--- src/rtl/core/pss_pkg.sv ---
// shared types and constants of the priority slot scheduler
// no dependencies
`default_nettype none

package pss_pkg;

    localparam int SLOT_W = 4;
    localparam int WORK_W = 16;
    localparam int PRIO_W = 8;

    // function codes of an input item
    localparam logic FUNC_LOAD = 1'b0;
    localparam logic FUNC_TICK = 1'b1;

    typedef struct packed {
        logic              func;
        logic [SLOT_W-1:0] slot;
        logic [WORK_W-1:0] burst;
        logic [PRIO_W-1:0] prio;
    } in_item_t;

    typedef struct packed {
        logic [SLOT_W-1:0] chosen;
        logic              idle;
        logic [WORK_W-1:0] left_after;
        logic              finished;
    } out_item_t;

    // one table entry as stored in the ram
    typedef struct packed {
        logic [PRIO_W-1:0] prio;
        logic [WORK_W-1:0] work;
    } entry_t;

    // controller to datapath
    typedef struct packed {
        logic write_load;
        logic scan_start;
        logic scan_read;
        logic finish;
    } cmd_t;

    // datapath to controller
    typedef struct packed {
        logic scan_last;
        logic out_free;
    } status_t;

endpackage

`default_nettype wire

--- src/rtl/core/pss_stream_if.sv ---
// valid/ready stream channel carrying one payload item
// payload type is set at instantiation
`default_nettype none

interface pss_stream_if #(
    parameter type payload_t = logic
) ();
    logic     valid;
    logic     ready;
    payload_t payload;

    modport source (output valid, output payload, input ready);
    modport sink   (input valid, input payload, output ready);
endinterface

`default_nettype wire

--- src/rtl/core/pss_ram.sv ---
// generic single write port ram with registered read
// no dependencies
`default_nettype none

module pss_ram #(
    parameter int WIDTH = 24,
    parameter int DEPTH = 16
) (
    input  wire logic                     clk,
    input  wire logic                     we,
    input  wire logic [$clog2(DEPTH)-1:0] waddr,
    input  wire logic [WIDTH-1:0]         wdata,
    input  wire logic                     re,
    input  wire logic [$clog2(DEPTH)-1:0] raddr,
    output logic      [WIDTH-1:0]         rdata
);

    logic [WIDTH-1:0] mem [DEPTH];

    always_ff @(posedge clk)
    begin
        if (we)
        begin
            mem[waddr] <= wdata;
        end
        if (re)
        begin
            rdata <= mem[raddr];
        end
    end

endmodule

`default_nettype wire

--- src/rtl/core/pss_ctrl.sv ---
// sequencer of the priority slot scheduler: load, scan, drain, finish
// depends on pss_pkg
`default_nettype none

module pss_ctrl (
    input  wire logic            clk,
    input  wire logic            rst_n,
    input  wire logic            in_valid,
    input  wire logic            in_func,
    output logic                 in_ready,
    input  wire pss_pkg::status_t status,
    output pss_pkg::cmd_t        cmd
);

    localparam logic [1:0] S_IDLE  = 2'd0;
    localparam logic [1:0] S_SCAN  = 2'd1;
    localparam logic [1:0] S_DRAIN = 2'd2;
    localparam logic [1:0] S_FIN   = 2'd3;

    logic [1:0] state_reg;
    logic [1:0] state_next;

    always_comb
    begin
        state_next = state_reg;
        in_ready   = 1'b0;
        cmd        = '0;
        case (state_reg)
            S_IDLE:
            begin
                in_ready = 1'b1;
                if (in_valid)
                begin
                    if (in_func == pss_pkg::FUNC_LOAD)
                    begin
                        cmd.write_load = 1'b1;
                    end
                    else
                    begin
                        cmd.scan_start = 1'b1;
                        state_next     = S_SCAN;
                    end
                end
            end
            S_SCAN:
            begin
                cmd.scan_read = 1'b1;
                if (status.scan_last)
                begin
                    state_next = S_DRAIN;
                end
            end
            S_DRAIN:
            begin
                // last read data is compared here
                state_next = S_FIN;
            end
            S_FIN:
            begin
                if (status.out_free)
                begin
                    cmd.finish = 1'b1;
                    state_next = S_IDLE;
                end
            end
            default:
            begin
                state_next = S_IDLE;
            end
        endcase
    end

    always_ff @(posedge clk or negedge rst_n)
    begin
        if (!rst_n)
        begin
            state_reg <= S_IDLE;
        end
        else
        begin
            state_reg <= state_next;
        end
    end

endmodule

`default_nettype wire

--- src/rtl/core/pss_dp.sv ---
// datapath: slot table ram, valid bits, scan comparator and output register
// depends on pss_pkg and pss_ram
`default_nettype none

module pss_dp #(
    parameter int SLOTS = 16
) (
    input  wire logic              clk,
    input  wire logic              rst_n,
    input  wire pss_pkg::in_item_t in_item,
    input  wire pss_pkg::cmd_t     cmd,
    output pss_pkg::status_t       status,
    input  wire logic              out_ready,
    output logic                   out_valid,
    output pss_pkg::out_item_t     out_item
);

    localparam int IDX_W = $clog2(SLOTS);
    localparam int EXT_W = 9;

    logic [SLOTS-1:0]           valid_reg;
    logic [IDX_W-1:0]           addr_reg;
    logic                       rd_pending_reg;
    logic                       rd_vbit_reg;
    logic [IDX_W-1:0]           rd_idx_reg;
    logic                       found_reg;
    logic [IDX_W-1:0]           best_idx_reg;
    logic [pss_pkg::WORK_W-1:0] best_work_reg;
    logic [pss_pkg::PRIO_W-1:0] best_prio_reg;
    logic                       out_valid_reg;
    pss_pkg::out_item_t         out_item_reg;

    logic [EXT_W-1:0]           slot_ext;
    logic                       load_in_range;
    logic [IDX_W-1:0]           load_addr;
    pss_pkg::entry_t            rd_entry;
    pss_pkg::entry_t            cand;
    logic                       take;
    logic [pss_pkg::WORK_W-1:0] work_dec;
    logic [EXT_W-1:0]           best_ext;
    logic                       ram_we;
    logic [IDX_W-1:0]           ram_waddr;
    pss_pkg::entry_t            ram_wdata;

    assign slot_ext      = EXT_W'(in_item.slot);
    assign load_in_range = slot_ext < EXT_W'(SLOTS);
    assign load_addr     = slot_ext[IDX_W-1:0];
    assign work_dec      = best_work_reg - pss_pkg::WORK_W'(1);
    assign best_ext      = EXT_W'(best_idx_reg);

    // ram write: a load, or the write-back of the served slot
    always_comb
    begin
        ram_we    = 1'b0;
        ram_waddr = load_addr;
        ram_wdata = '{prio: in_item.prio, work: in_item.burst};
        if (cmd.write_load)
        begin
            ram_we = load_in_range;
        end
        else if (cmd.finish)
        begin
            ram_we    = found_reg;
            ram_waddr = best_idx_reg;
            ram_wdata = '{prio: best_prio_reg, work: work_dec};
        end
    end

    pss_ram #(
        .WIDTH ($bits(pss_pkg::entry_t)),
        .DEPTH (SLOTS)
    ) u_ram (
        .clk   (clk),
        .we    (ram_we),
        .waddr (ram_waddr),
        .wdata (ram_wdata),
        .re    (cmd.scan_read),
        .raddr (addr_reg),
        .rdata (rd_entry)
    );

    // never-loaded slot reads as zero work
    assign cand = rd_vbit_reg ? rd_entry : '0;
    assign take = rd_pending_reg && (cand.work != '0)
                  && (!found_reg || (cand.prio < best_prio_reg));

    always_ff @(posedge clk or negedge rst_n)
    begin
        if (!rst_n)
        begin
            valid_reg      <= '0;
            addr_reg       <= '0;
            rd_pending_reg <= 1'b0;
            found_reg      <= 1'b0;
            out_valid_reg  <= 1'b0;
        end
        else
        begin
            if (cmd.write_load && load_in_range)
            begin
                valid_reg[load_addr] <= 1'b1;
            end
            if (cmd.scan_start)
            begin
                addr_reg <= '0;
            end
            else if (cmd.scan_read)
            begin
                addr_reg <= addr_reg + IDX_W'(1);
            end
            rd_pending_reg <= cmd.scan_read;
            if (cmd.scan_start)
            begin
                found_reg <= 1'b0;
            end
            else if (take)
            begin
                found_reg <= 1'b1;
            end
            if (cmd.finish)
            begin
                out_valid_reg <= 1'b1;
            end
            else if (out_ready)
            begin
                out_valid_reg <= 1'b0;
            end
        end
    end

    always_ff @(posedge clk)
    begin
        if (cmd.scan_read)
        begin
            rd_idx_reg  <= addr_reg;
            rd_vbit_reg <= valid_reg[addr_reg];
        end
        if (take)
        begin
            best_idx_reg  <= rd_idx_reg;
            best_work_reg <= cand.work;
            best_prio_reg <= cand.prio;
        end
        if (cmd.finish)
        begin
            if (found_reg)
            begin
                out_item_reg.chosen     <= best_ext[pss_pkg::SLOT_W-1:0];
                out_item_reg.idle       <= 1'b0;
                out_item_reg.left_after <= work_dec;
                out_item_reg.finished   <= (work_dec == '0);
            end
            else
            begin
                out_item_reg <= '{chosen: '0, idle: 1'b1, left_after: '0, finished: 1'b0};
            end
        end
    end

    assign status.scan_last    = (addr_reg == IDX_W'(SLOTS - 1));
    assign status.out_free     = !out_valid_reg || out_ready;
    assign out_valid           = out_valid_reg;
    assign out_item            = out_item_reg;

    // a waiting result is never overwritten
    a_no_overwrite: assert property (@(posedge clk) disable iff (!rst_n)
        cmd.finish |-> (!out_valid_reg || out_ready))
        else $error("result register overwritten");

    // loads and finishes never overlap a pending compare
    a_load_quiet: assert property (@(posedge clk) disable iff (!rst_n)
        cmd.write_load |-> !rd_pending_reg)
        else $error("load during scan compare");

    a_finish_after_scan: assert property (@(posedge clk) disable iff (!rst_n)
        cmd.finish |-> !rd_pending_reg)
        else $error("finish before last compare");

    // a finished slot reports zero work and is never idle
    a_finished_zero: assert property (@(posedge clk) disable iff (!rst_n)
        (out_valid_reg && out_item_reg.finished)
        |-> (out_item_reg.left_after == '0 && !out_item_reg.idle))
        else $error("finished result with work left");

endmodule

`default_nettype wire

--- src/rtl/core/priority_slot_scheduler.sv ---
// top level of the priority slot scheduler
// depends on pss_pkg, pss_stream_if, pss_ctrl, pss_dp (pss_ram)
`default_nettype none

// Preemptive priority scheduler over a table of SLOTS task slots. A load item
// (func = 0) writes one slot's priority and burst; a load to a slot not below
// SLOTS is dropped. A tick item (func = 1) scans the whole table through one
// ram read port and one comparator, one slot per cycle, picks the slot with
// work left and the smallest priority (lowest index on a tie), writes its work
// minus one back and returns one result item. From acceptance to the result
// register a tick goes through the accept in the idle state, the slot reads,
// the last compare and the write-back. The result register lets the next item
// be accepted while a result waits to be taken; a tick only stalls in its
// write-back if the previous result has still not been taken. No result comes
// from a load. The table is cleared at reset by per-slot valid bits, so there
// is no clearing pass. With SLOTS above 16 only the low 4 bits of the slot
// index are shown.

module priority_slot_scheduler #(
    parameter int SLOTS = 16
) (
    input  wire logic   clk,
    input  wire logic   rst_n,
    pss_stream_if.sink   in_ch,
    pss_stream_if.source out_ch
);

    pss_pkg::cmd_t      cmd;
    pss_pkg::status_t   status;
    pss_pkg::in_item_t  in_item;
    pss_pkg::out_item_t out_item;
    logic               in_ready;
    logic               out_valid;

    assign in_item = in_ch.payload;

    // sequencer: owns the handshake on the input side
    pss_ctrl u_ctrl (
        .clk      (clk),
        .rst_n    (rst_n),
        .in_valid (in_ch.valid),
        .in_func  (in_item.func),
        .in_ready (in_ready),
        .status   (status),
        .cmd      (cmd)
    );

    // table, scan comparator and result register
    pss_dp #(
        .SLOTS (SLOTS)
    ) u_dp (
        .clk       (clk),
        .rst_n     (rst_n),
        .in_item   (in_item),
        .cmd       (cmd),
        .status    (status),
        .out_ready (out_ch.ready),
        .out_valid (out_valid),
        .out_item  (out_item)
    );

    assign in_ch.ready    = in_ready;
    assign out_ch.valid   = out_valid;
    assign out_ch.payload = out_item;

endmodule

`default_nettype wire

--- src/flat_wrapper.sv ---
// flat-port wrapper written by rule: the top's interface ports become plain ports
module priority_slot_scheduler_flat 
#(
    parameter int SLOTS = 16
)
  (clk, rst_n, in_ch_valid, in_ch_payload, in_ch_ready, out_ch_valid, out_ch_payload, out_ch_ready);
  pss_stream_if #(.payload_t(pss_pkg::in_item_t)) in_ch_i ();
  pss_stream_if #(.payload_t(pss_pkg::out_item_t)) out_ch_i ();
  input  wire logic clk;
  input  wire logic rst_n;
  input wire logic [$bits(in_ch_i.valid)-1:0] in_ch_valid;
  input wire logic [$bits(in_ch_i.payload)-1:0] in_ch_payload;
  output wire logic [$bits(in_ch_i.ready)-1:0] in_ch_ready;
  output wire logic [$bits(out_ch_i.valid)-1:0] out_ch_valid;
  output wire logic [$bits(out_ch_i.payload)-1:0] out_ch_payload;
  input wire logic [$bits(out_ch_i.ready)-1:0] out_ch_ready;
  assign in_ch_i.valid = in_ch_valid;
  assign in_ch_i.payload = in_ch_payload;
  assign in_ch_ready = in_ch_i.ready;
  assign out_ch_valid = out_ch_i.valid;
  assign out_ch_payload = out_ch_i.payload;
  assign out_ch_i.ready = out_ch_ready;
  priority_slot_scheduler #(.SLOTS(SLOTS)) u_core (.clk(clk), .rst_n(rst_n), .in_ch(in_ch_i), .out_ch(out_ch_i));
endmodule
--- config.mk ---
export PLATFORM = sky130hd
export DESIGN_NAME = priority_slot_scheduler_flat
export DESIGN_NICKNAME = d
export VERILOG_FILES = /design/src/rtl/core/pss_pkg.sv /design/src/rtl/core/pss_stream_if.sv /design/src/rtl/core/pss_ram.sv /design/src/rtl/core/pss_ctrl.sv /design/src/rtl/core/pss_dp.sv /design/src/rtl/core/priority_slot_scheduler.sv /design/src/flat_wrapper.sv
export SDC_FILE = /design/constraint.sdc
export NUM_CORES = 1
export LEC_CHECK = 0
export BUFFER_PORTS_ARGS = -buffer_cell sky130_fd_sc_hd__buf_2
export CORE_ASPECT_RATIO = 0.75
export CORE_UTILIZATION = 50
export DETAILED_ROUTE_END_ITERATION = 6
export PLACE_DENSITY = 0.71
export SLEW_MARGIN = 40
export SYNTH_ARGS = -nofsm -noshare
export SYNTH_HDL_FRONTEND = slang
export SYNTH_HIERARCHICAL = 1
export SYNTH_SLANG_ARGS = --single-unit
--- constraint.sdc ---
create_clock -name clk -period 4.73 [get_ports clk]
set_clock_uncertainty 0.2 [all_clocks]
set_input_delay 0 -clock clk [delete_from_list [all_inputs] [get_ports clk]]
set_output_delay 0 -clock clk [all_outputs]
set_load 0.01 [all_outputs]
==> out/results.ini, run 1 <==
[outcome]
status=finished, final reports clean

[logic_synthesis]
yosys_most_used_dff=edfxtp_1
yosys.area_share.xor_xnor=0.00725
netlist_area_sq_mm=0.0193
synth.most_common_cell=edfxtp_1
synth_compound_area_frac=0.0403
yosysWarnings=6
ys_top_cells_by_count=edfxtp_1, mux4_2, nand2_1
seq_area_frac_synth=0.752
synth_top_family_by_area=multiplexers
synth_edf_count=463
synthTopCellsByArea=edfxtp_1, mux4_2, dfrtp_1, a22oi_1, nand2_1
synth_top_area_cell=edfxtp_1
avgSynthCellArea_sq_um=19.3
synth_seq_cells=488
synthAdderAreaFrac=0.00971
synthSimpleGateAreaFrac=0.0523
synth_nets=1049
synth.distinct_cells=57
yosys.area.top_type_share=0.720
synth.area.mux_share=0.122
syn-instance-count=1001
synthArstFlopShare=0.0512

[grt]
grt_first_pass_wirelength_microns=63300
antenna_found_initial=0
grt_start_max_net_pins=73
first_global_vias=9652
grt_overflow_total=0
grt_usage=0.224

[clocking]
cts_hold_buf=37
clkTransAtPathRegs_ns=0.06
cts_setup_buffers=0
cts_buffers=45
cts_root_buf=clkbuf_16
cts_tree=done
htreeDepth=2
clock_sinks=488
cts_max_path_buffers=3
cts-resized-gates=0
clock_latency_ns=0.56

[die]
start_util=0.515
coreArea_sq_mm=0.0376
rows=61
die_x_microns=229
die_height_microns=172
dieArea_sq_mm=0.0394
ios=57

[sta]
rsz0062_at_grt=false
setup_viol=0
tightest_slew_ns=0.866
max_freq_mhz=277
period_share=0.762
period_needed_ns=3.60
finalSetupTns_ns=0
drv_slew=0
slew_headroom=0.422
final_hold_viol_count=0

[worst_hold_path]
whs_endpoint=u_core/u_dp/out_valid$_DFFE_PN0P_
hold_start=out_ch_ready
hold_depth=4
hp-class=in2reg

[power]
powerDensity_mw_per_mm2=619
ir_drop_uv=382
p_leak_nw=7.44

[final_layout]
layout.nets=1178
syn2layout_area_growth_pct=15.5
utilization=0.594
n_antenna_cell=0
largest_reg_flops=384
drive_gt1_frac=0.268

[worst_setup_path]
r2r-start=u_core/u_ctrl/state_reg[0]$_DFFE_PN0P_
crit_path_end_kind=flop
path_max_fanout=24
arrival_ns=3.59
start_kind=flop
worstPathRequired_ns=4.71
slowest_delay_ns=0.70
path_cells=inv_1, ha_1, and3_2, nand2b_2, mux2_1, or3b_2, nor2_4
critPathKind=reg2reg
worstReg2RegEnd=u_core/u_dp/u_ram/mem[3][1]$_DFFE_PP_
r2r_slack_ns=1.13
slowest_stage=nor2_4
reg2reg_depth=7

[drt]
drc=0
vias=9894
viasPerCell=5.93
drtIter0Drc=1220
wl_per_cell_microns=25.8
ant_nets=0
drt_wl_total_microns=43000
drt_first_pass_iters=5

[job]
max_cap_viol_count=0

[place]
gp_congestion=0.833
io_buffers=56
dpl.hpwl_microns=27300

per-stage QoR:
step                std cells  setup slack (ns)  hold WS [ns]  power (W)  instance area, sq um
floorplan                1001             0.191        -0.496    0.00888                 19300
global placement         1547              1.29        -0.165     0.0102                 20400
detailed placement       1548              1.17        -0.161     0.0103                 20400
CTS                      1666              1.21        0.0789     0.0139                 22300
global route             1668              1.02         0.106     0.0144                 22300
finish                   1668              1.13         0.103     0.0138                 22300
layout by cell type, fill, tap and decap left out, types with 8 or more instances in the layout:
cell type / n
nand2_1: 58
nand3b_1: 8
o21ai_0: 15
inv_1: 17
nor2_4: 8
buf_4: 35
a22oi_1: 48
dfrtp_1: 23
clkinv_1: 9
o21bai_1: 10
and2_1: 31
nor2_1: 37
mux4_2: 101
dlygate4sd3_1: 36
xor2_1: 9
clkinv_2: 8
clkbuf_16: 45
clkbuf_1: 8
edfxtp_1: 463
ha_1: 14
buf_2: 56
worst max-delay path, delay by kind of cell (launching register included):
| kind | cells | cell delay, ns |
|---|---|---|
| AND/OR/NAND/NOR | 4 | 1.81 |
| adder cells (fa/ha/maj) | 1 | 0.24 |
| buffers and inverters | 1 | 0.14 |
| flip-flops | 1 | 0.42 |
| multiplexers | 1 | 0.39 |
worst max path at each step:
stage | from | endpoint | slack (ns)
after floorplan | u_core/u_ctrl/state_reg[0]$_DFFE_PN0P_ | u_core/u_dp/u_ram/mem[8][0]$_DFFE_PP_ | 0.19
after global placement | u_core/u_ctrl/state_reg[0]$_DFFE_PN0P_ | u_core/u_dp/u_ram/mem[1][0]$_DFFE_PP_ | 1.29
after detailed placement | u_core/u_ctrl/state_reg[1]$_DFFE_PN0P_ | u_core/u_dp/u_ram/mem[1][0]$_DFFE_PP_ | 1.17
after CTS | u_core/u_ctrl/state_reg[0]$_DFFE_PN0P_ | u_core/u_dp/u_ram/mem[1][0]$_DFFE_PP_ | 1.21
after global routing | u_core/u_ctrl/state_reg[0]$_DFFE_PN0P_ | u_core/u_dp/u_ram/mem[3][1]$_DFFE_PP_ | 1.02
final | u_core/u_ctrl/state_reg[0]$_DFFE_PN0P_ | u_core/u_dp/u_ram/mem[3][1]$_DFFE_PP_ | 1.13
layer usage:
layer / vias up / global-route usage / part of all wire
li1: 4277 / - / -
met1: 5128 / 0.342 / 0.44
met2: 433 / 0.316 / 0.42
met3: 56 / 0.0658 / 0.11
met4: 0 / 0.0557 / 0.019
met5: - / 0 / 0
cell type report:
type / instances / area [sq um]
fill: 2742 / 15200
sequential: 488 / 14500
multi-input combinational: 445 / 4630
clock buffer: 56 / 1200
timing repair buffer: 132 / 1000
tap: 504 / 631
clock inverter: 25 / 253
inverter: 18 / 67.6
cells by family (layout without fill, tap and decap cells):
| kind of cell | after synthesis | count (layout) |
|---|---|---|
| flip-flops | 488 | 488 |
| XOR/XNOR | 16 | 16 |
| adder cells (fa/ha/maj) | 15 | 15 |
| AO/OA/AOI/OAI | 108 | 108 |
| buffers and inverters | 68 | 231 |
| AND/OR/NAND/NOR | 197 | 197 |
| multiplexers | 109 | 109 |
power breakdown:
part / switching [W] / internal [W]
logic: 0.00237 / 0.00154
clock network: 0.00152 / 0.00207
registers: 0.000381 / 0.00594
Power figures use the tool's default switching activity.
==> run 2: changes to the inputs <==
--- a/config.mk
+++ b/config.mk
@@ -5,6 +5,7 @@
 export SDC_FILE = /design/constraint.sdc
 export NUM_CORES = 1
 export LEC_CHECK = 0
+export ABC_AREA = 1
 export BUFFER_PORTS_ARGS = -buffer_cell sky130_fd_sc_hd__buf_2
 export CORE_ASPECT_RATIO = 0.75
 export CORE_UTILIZATION = 50
==> constraint.sdc (replaced) <==
create_clock -name clk -period 3.2 [get_ports clk]
set_clock_uncertainty 0.2 [all_clocks]
set_input_delay 0 -clock clk [delete_from_list [all_inputs] [get_ports clk]]
set_output_delay 0 -clock clk [all_outputs]
set_load 0.01 [all_outputs]
==> run 2 against run 1 <==
  * Wire length increased by 23%
  * Largest power group unchanged
  * Core utilization decreased by 1.3 points
  * Synthesized area increased by 11%
  * Highest routed layer unchanged
  * Sequential power increased by 42%
  * Count of clock-buffer cells in the layout decreased by 1
  * Worst setup slack got worse by 0.99 ns
  * Fmax increased by 18%
  * Largest cell class unchanged
  * Combinational power increased by 98%
  * Sequential share of layout area decreased by 5.9 points
  * Flip-flop and latch count unchanged
==> out/results.ini, run 2 <==
[logic_synthesis]
synth_edf_count=463
avgSynthCellArea_sq_um=10.3
synthArstFlopShare=0.0512
seq_area_frac_synth=0.677
synthTopCellsByArea=edfxtp_1, nand2_1, nand3_1, inv_1, dfrtp_1
yosys_most_used_dff=edfxtp_1
yosys.area.top_type_share=0.648
synth_seq_cells=488
synth.distinct_cells=29
syn-instance-count=2090
ys_top_cells_by_count=nand2_1, edfxtp_1, inv_1
synth.most_common_cell=nand2_1
netlist_area_sq_mm=0.0215
yosysWarnings=6
synth_nets=2138
synth_top_area_cell=edfxtp_1

[worst_setup_path]
arrival_ns=3.08
slowest_stage=nand3b_1
slowest_delay_ns=0.44
path_max_fanout=24
path_cells=inv_1, ha_1, nand2_1, nor2_2, nor2_4, o21ai_0, nand3b_1, nor2_4, buf_4
crit_buf_inv=2
crit_path_end_kind=flop
crit_start=u_core/u_ctrl/state_reg[0]$_DFFE_PN0P_
r2r-start=u_core/u_ctrl/state_reg[0]$_DFFE_PN0P_
path_depth=9
worstPathRequired_ns=3.21
critPathKind=reg2reg
worst_path_dominant_cell_family=simple AND/OR/NAND/NOR gates
crit_top_cell=nor2_4
reg2reg_depth=9
start_kind=flop

[final_layout]
layout_commonest_cell=nand2_1
drive_gt1_frac=0.103
largest_reg_flops=384
n_antenna_cell=0
final_cells=2814
regArea_sq_mm=0.0145
layout.nets=2259
utilization=0.581
final_cell_mix=nand2_1, edfxtp_1, inv_1
fillCellCount=3439
design_area_sq_mm=0.0245
syn2layout_area_growth_pct=14.3
multiInputGateArea_sq_mm=0.00516

[die]
dieArea_sq_mm=0.0437
coreArea_sq_mm=0.0422
rows=65
ios=57
start_util=0.508
die_x_microns=241
die_height_microns=181

[power]
powerDensity_mw_per_mm2=889
p_leak_nw=10.6
ir_drop_uv=786
finalPower_w=0.0218

[clocking]
cts_root_buf=clkbuf_16
clkTransAtPathRegs_ns=0.06
clock_latency_ns=0.56
cts_tree=done
clock_sinks=488
cts_buffers=45
cts_max_path_buffers=3
htreeDepth=2

[worst_hold_path]
hold_start=out_ch_ready
hold_depth=5
hp-class=in2reg

[outcome]
status=finished, final reports clean

[place]
dpl.hpwl_microns=32900
dpl_cell_area_sq_mm=0.0227
gp_congestion=0.917
dp.cells=2692
io_buffers=56

[drt]
drt_first_pass_iters=6
drc=0
ant_nets=0
drtIter0Drc=1889
vias=15051
wl_per_cell_microns=18.7
viasPerCell=5.35
drt_wl_total_microns=52700

[grt]
antenna_found_initial=0
grt_overflow_total=0
grt_first_pass_wirelength_microns=82100
first_global_vias=14794
grt_usage=0.247
grt_start_max_net_pins=150

[job]
max_cap_viol_count=0

[sta]
slew_headroom=0.439
tightest_slew_ns=0.841
period_share=0.958
period_needed_ns=3.07
setup_viol=0
final_hold_viol_count=0
finalSetupTns_ns=0
drv_slew=0
max_freq_mhz=326

[run 2: cell count changes after synthesis, sizes merged, moves of 24 or more]
cell and change:
a22oi -48, and2 -31, buf +52, inv +369
mux4 -101, nand2 +576, nand3 +302, nor2 +24
[run 2: final timing paths]
path / endpoint / slack (ns)
max: u_core/u_dp/u_ram/mem[4][1]$_DFFE_PP_ / 0.13
min: u_core/u_dp/out_valid$_DFFE_PN0P_ / 0.13
max reg2reg: u_core/u_dp/u_ram/mem[4][1]$_DFFE_PP_ / 0.13
min reg2reg: u_core/u_dp/best_idx_reg[0]$_DFFE_PP_ / 0.22
max in group asynchronous: u_core/u_dp/addr_reg[1]$_DFFE_PN0P_ / 2.29
min in group asynchronous: u_core/u_dp/valid_reg[2]$_DFFE_PN0P_ / 0.33
[run 2: logic make-up (layout without fill, tap and decap cells)]
family | after synthesis | in the layout | share of synthesized area
flops | 488 | 488 | 0.677
buf+inv | 474 | 629 | 0.0885
compound gates | 74 | 74 | 0.0190
simple gates | 1035 | 1035 | 0.205
fa+ha+maj | 15 | 15 | 0.00875
xor+xnor | 4 | 4 | 0.00163
[run 2: metrics by stage]
stage / worst slack, ns / hold WS (ns)
4_1_cts: 0.0578 / 0.0621
3_5_place_dp: 0.112 / -0.166
5_1_grt: -0.0143 / 0.153
6_report: 0.133 / 0.128
2_1_floorplan: -0.284 / -0.496
3_3_place_gp: 0.255 / -0.177
[run 2: metal layers]
layer  track usage  wire (microns)  part of all wire  up-vias
met1         0.354           21800              0.41     7158
li1              -               -                 -     6994
met5             0               0                 0        -
met2         0.387           24200              0.46      784
met3        0.0461            5370              0.10      115
met4        0.0676            1300             0.025        0
[run 2: worst min-delay path: stages]
cell and delay, ns:
dlygate4sd3_1 0.54, buf_2 0.11, inv_1 0.03, nand2_1 0.10, nand2_1 0.06
[run 2: final cells by class]
class,count,area share
sequential,488,0.593
clock inverter,26,0.00638
tap,569,0.0290
timing repair buffer,161,0.0532
multi-input combinational,1128,0.210
inverter,387,0.0593
clock buffer,55,0.0492
[run 2: power by group]
group	internal [W]	switching [W]
clock	0.00276	0.00229
sequential	0.00859	0.000399
combinational	0.00215	0.00561
[run 2: what timing repair did]
action,in CTS,in global routing
resized for setup,0,2
endpoints found under the hold margin,436,0
setup endpoints to repair,0,145
buffers inserted,0,2
hold buffers,39,0
==> run 3: changes to the inputs <==
==> constraint.sdc (replaced) <==
create_clock -name clk -period 2.55 [get_ports clk]
set_clock_uncertainty 0.2 [all_clocks]
set_input_delay 0 -clock clk [delete_from_list [all_inputs] [get_ports clk]]
set_output_delay 0 -clock clk [all_outputs]
set_load 0.01 [all_outputs]
==> run 3 against run 2 <==
  * Flip-flop and latch count stayed put
  * Sequential share of layout area is 1.7 points lower
  * Combinational power is 34% higher
  * Core utilization is 1.7 points higher
  * First-iteration DRC count is 7.7% higher
  * Via count hardly changed
  * Cell count is 0.92% higher
  * Critical endpoint is now u_core/u_dp/u_ram/mem[10][6]$_DFFE_PP_
==> out/results.ini, run 3 (synthesized netlist as in run 2, its figures left out) <==
[place]
dp.cells=2713
dpl.hpwl_microns=34000
dpl_cell_area_sq_mm=0.0232
io_buffers=56
pre_cts_ws_ns=-0.117
gp_congestion=0.909

[sta]
final_hold_viol_count=0
finalSetupTns_ns=0
period_needed_ns=2.48
setup_viol=0
max_freq_mhz=403
slew_headroom=0.616
period_share=0.973
drv_slew=0
layout_setup_ws_ns=0.0698
tightest_slew_ns=0.575

[clocking]
clock_latency_ns=0.56
cts_max_path_buffers=3
cts_buffers=46
clock_sinks=488
cts_root_buf=clkbuf_16
clkTransAtPathRegs_ns=0.06
cts_tree=done
htreeDepth=2

[drt]
dr_wl_met2_microns=23500
wl_met1_microns=23200
vias=15056
drtIter0Drc=2034
ant_nets=0
drt_wl_total_microns=53700
drc=0
wl_per_cell_microns=18.9
routed.top_layer=met4
drt_first_pass_iters=7
viasPerCell=5.30
wl_met3_microns=5440

[worst_setup_path]
slowest_stage=dfrtp_2
crit_buf_inv=4
worst_path_dominant_cell_family=simple AND/OR/NAND/NOR gates
slowest_delay_ns=0.44
start_kind=flop
reg2reg_depth=12
critPathKind=reg2reg
r2r-start=u_core/u_ctrl/state_reg[0]$_DFFE_PN0P_
worstPathRequired_ns=2.63
path_max_fanout=8
arrival_ns=2.56
endpoint=u_core/u_dp/u_ram/mem[10][6]$_DFFE_PP_
worstReg2RegEnd=u_core/u_dp/u_ram/mem[10][6]$_DFFE_PP_
crit_path_end_kind=flop
crit_start=u_core/u_ctrl/state_reg[0]$_DFFE_PN0P_
r2r_slack_ns=0.07
path_cells=inv_2, ha_4, nand2_2, nor2_4, nor2_4, nand2_2, o21ai_4, nand3b_1, buf_6, nor2_4, buf_12, clkbuf_16
crit_top_cell=nor2_4
path_depth=12

[job]
max_cap_viol_count=0

[final_layout]
utilization=0.598
syn2layout_area_growth_pct=17.7
multiInputGateArea_sq_mm=0.00527
largest_reg_flops=384
regArea_sq_mm=0.0145
final_cell_mix=nand2_1, edfxtp_1, inv_1
design_area_sq_mm=0.0252
n_antenna_cell=0
drive_gt1_frac=0.124
layout.nets=2288
final_cells=2840
fillCellCount=3300
layout_commonest_cell=nand2_1

[die]
coreArea_sq_mm=0.0422
dieArea_sq_mm=0.0437
start_util=0.508
die_x_microns=241
ios=57
die_height_microns=181
rows=65

[worst_hold_path]
hp-class=in2reg

[power]
ir_drop_uv=614
powerDensity_mw_per_mm2=1130
p_leak_nw=10.9

[grt]
first_global_vias=14291
antenna_found_initial=0
grt_start_max_net_pins=69
grt_first_pass_wirelength_microns=81900
grt_usage=0.249
grt_overflow_total=0

[outcome]
status=finished, final reports clean

run 3: changes by cell type in the layout (fill, tap and decap cells not counted), sizes merged:
cell	change
clkinv	-10
clkinvlp	+1
bufinv	+5
nor2	+1
inv	-1
clkbuf	+5
buf	+25
run 3: per-stage QoR:
step | total power, W | hold slack (ns)
after floorplan | 0.0176 | -0.496
after global placement | 0.0212 | -0.180
after detailed placement | 0.0215 | -0.177
after CTS | 0.0284 | 0.0820
after global routing | 0.0301 | 0.148
final | 0.0286 | 0.135
run 3: worst min-delay path by stage:
stage                            from                                endpoint  slack, ns  depth (start not counted)
finish              in_ch_payload[25]   u_core/u_dp/valid_reg[15]$_DFFE_PN0P_       0.13                          4
floorplan                       rst_n  u_core/u_ctrl/state_reg[0]$_DFFE_PN0P_      -0.50                          0
global placement                rst_n       u_core/u_dp/out_valid$_DFFE_PN0P_      -0.18                          1
global route        in_ch_payload[25]   u_core/u_dp/valid_reg[15]$_DFFE_PN0P_       0.15                          4
detailed placement              rst_n       u_core/u_dp/out_valid$_DFFE_PN0P_      -0.18                          1
CTS                 in_ch_payload[25]   u_core/u_dp/valid_reg[15]$_DFFE_PN0P_       0.08                          4
run 3: layout make-up:
type,instances,area share
flip-flops and latches,488,0.576
well taps,569,0.0282
multi-input cells,1129,0.209
clock inverters,21,0.0102
inverters,387,0.0578
clock buffers,58,0.0482
repair buffers,188,0.0712
run 3: what timing repair did:
item / CTS / global route
pin swaps: 1 / 5
setup endpoints to repair: 308 / 397
gates resized for setup: 6 / 18
hold buffers: 39 / 0
buffers inserted: 1 / 5
cloned: 0 / 3
endpoints found under the hold margin: 433 / 0
run 3: metal layers:
| layer | track usage | vias to the layer above |
|---|---|---|
| met5 | 0 | - |
| met4 | 0.0800 | 0 |
| met3 | 0.0435 | 113 |
| met2 | 0.369 | 774 |
| met1 | 0.373 | 7115 |
| li1 | - | 7054 |
run 3: tightest hold or removal path, cell delays in order:
cell and delay [ns]:
dlygate4sd3_1 0.53, buf_2 0.16, nand2_1 0.07, o21bai_1 0.09
run 3: report_power, final:
group          internal [W]  total (W)  switching, W
sequential           0.0108     0.0113      0.000543
clock               0.00397    0.00685       0.00287
combinational       0.00308     0.0104       0.00735
total                0.0178     0.0286        0.0108
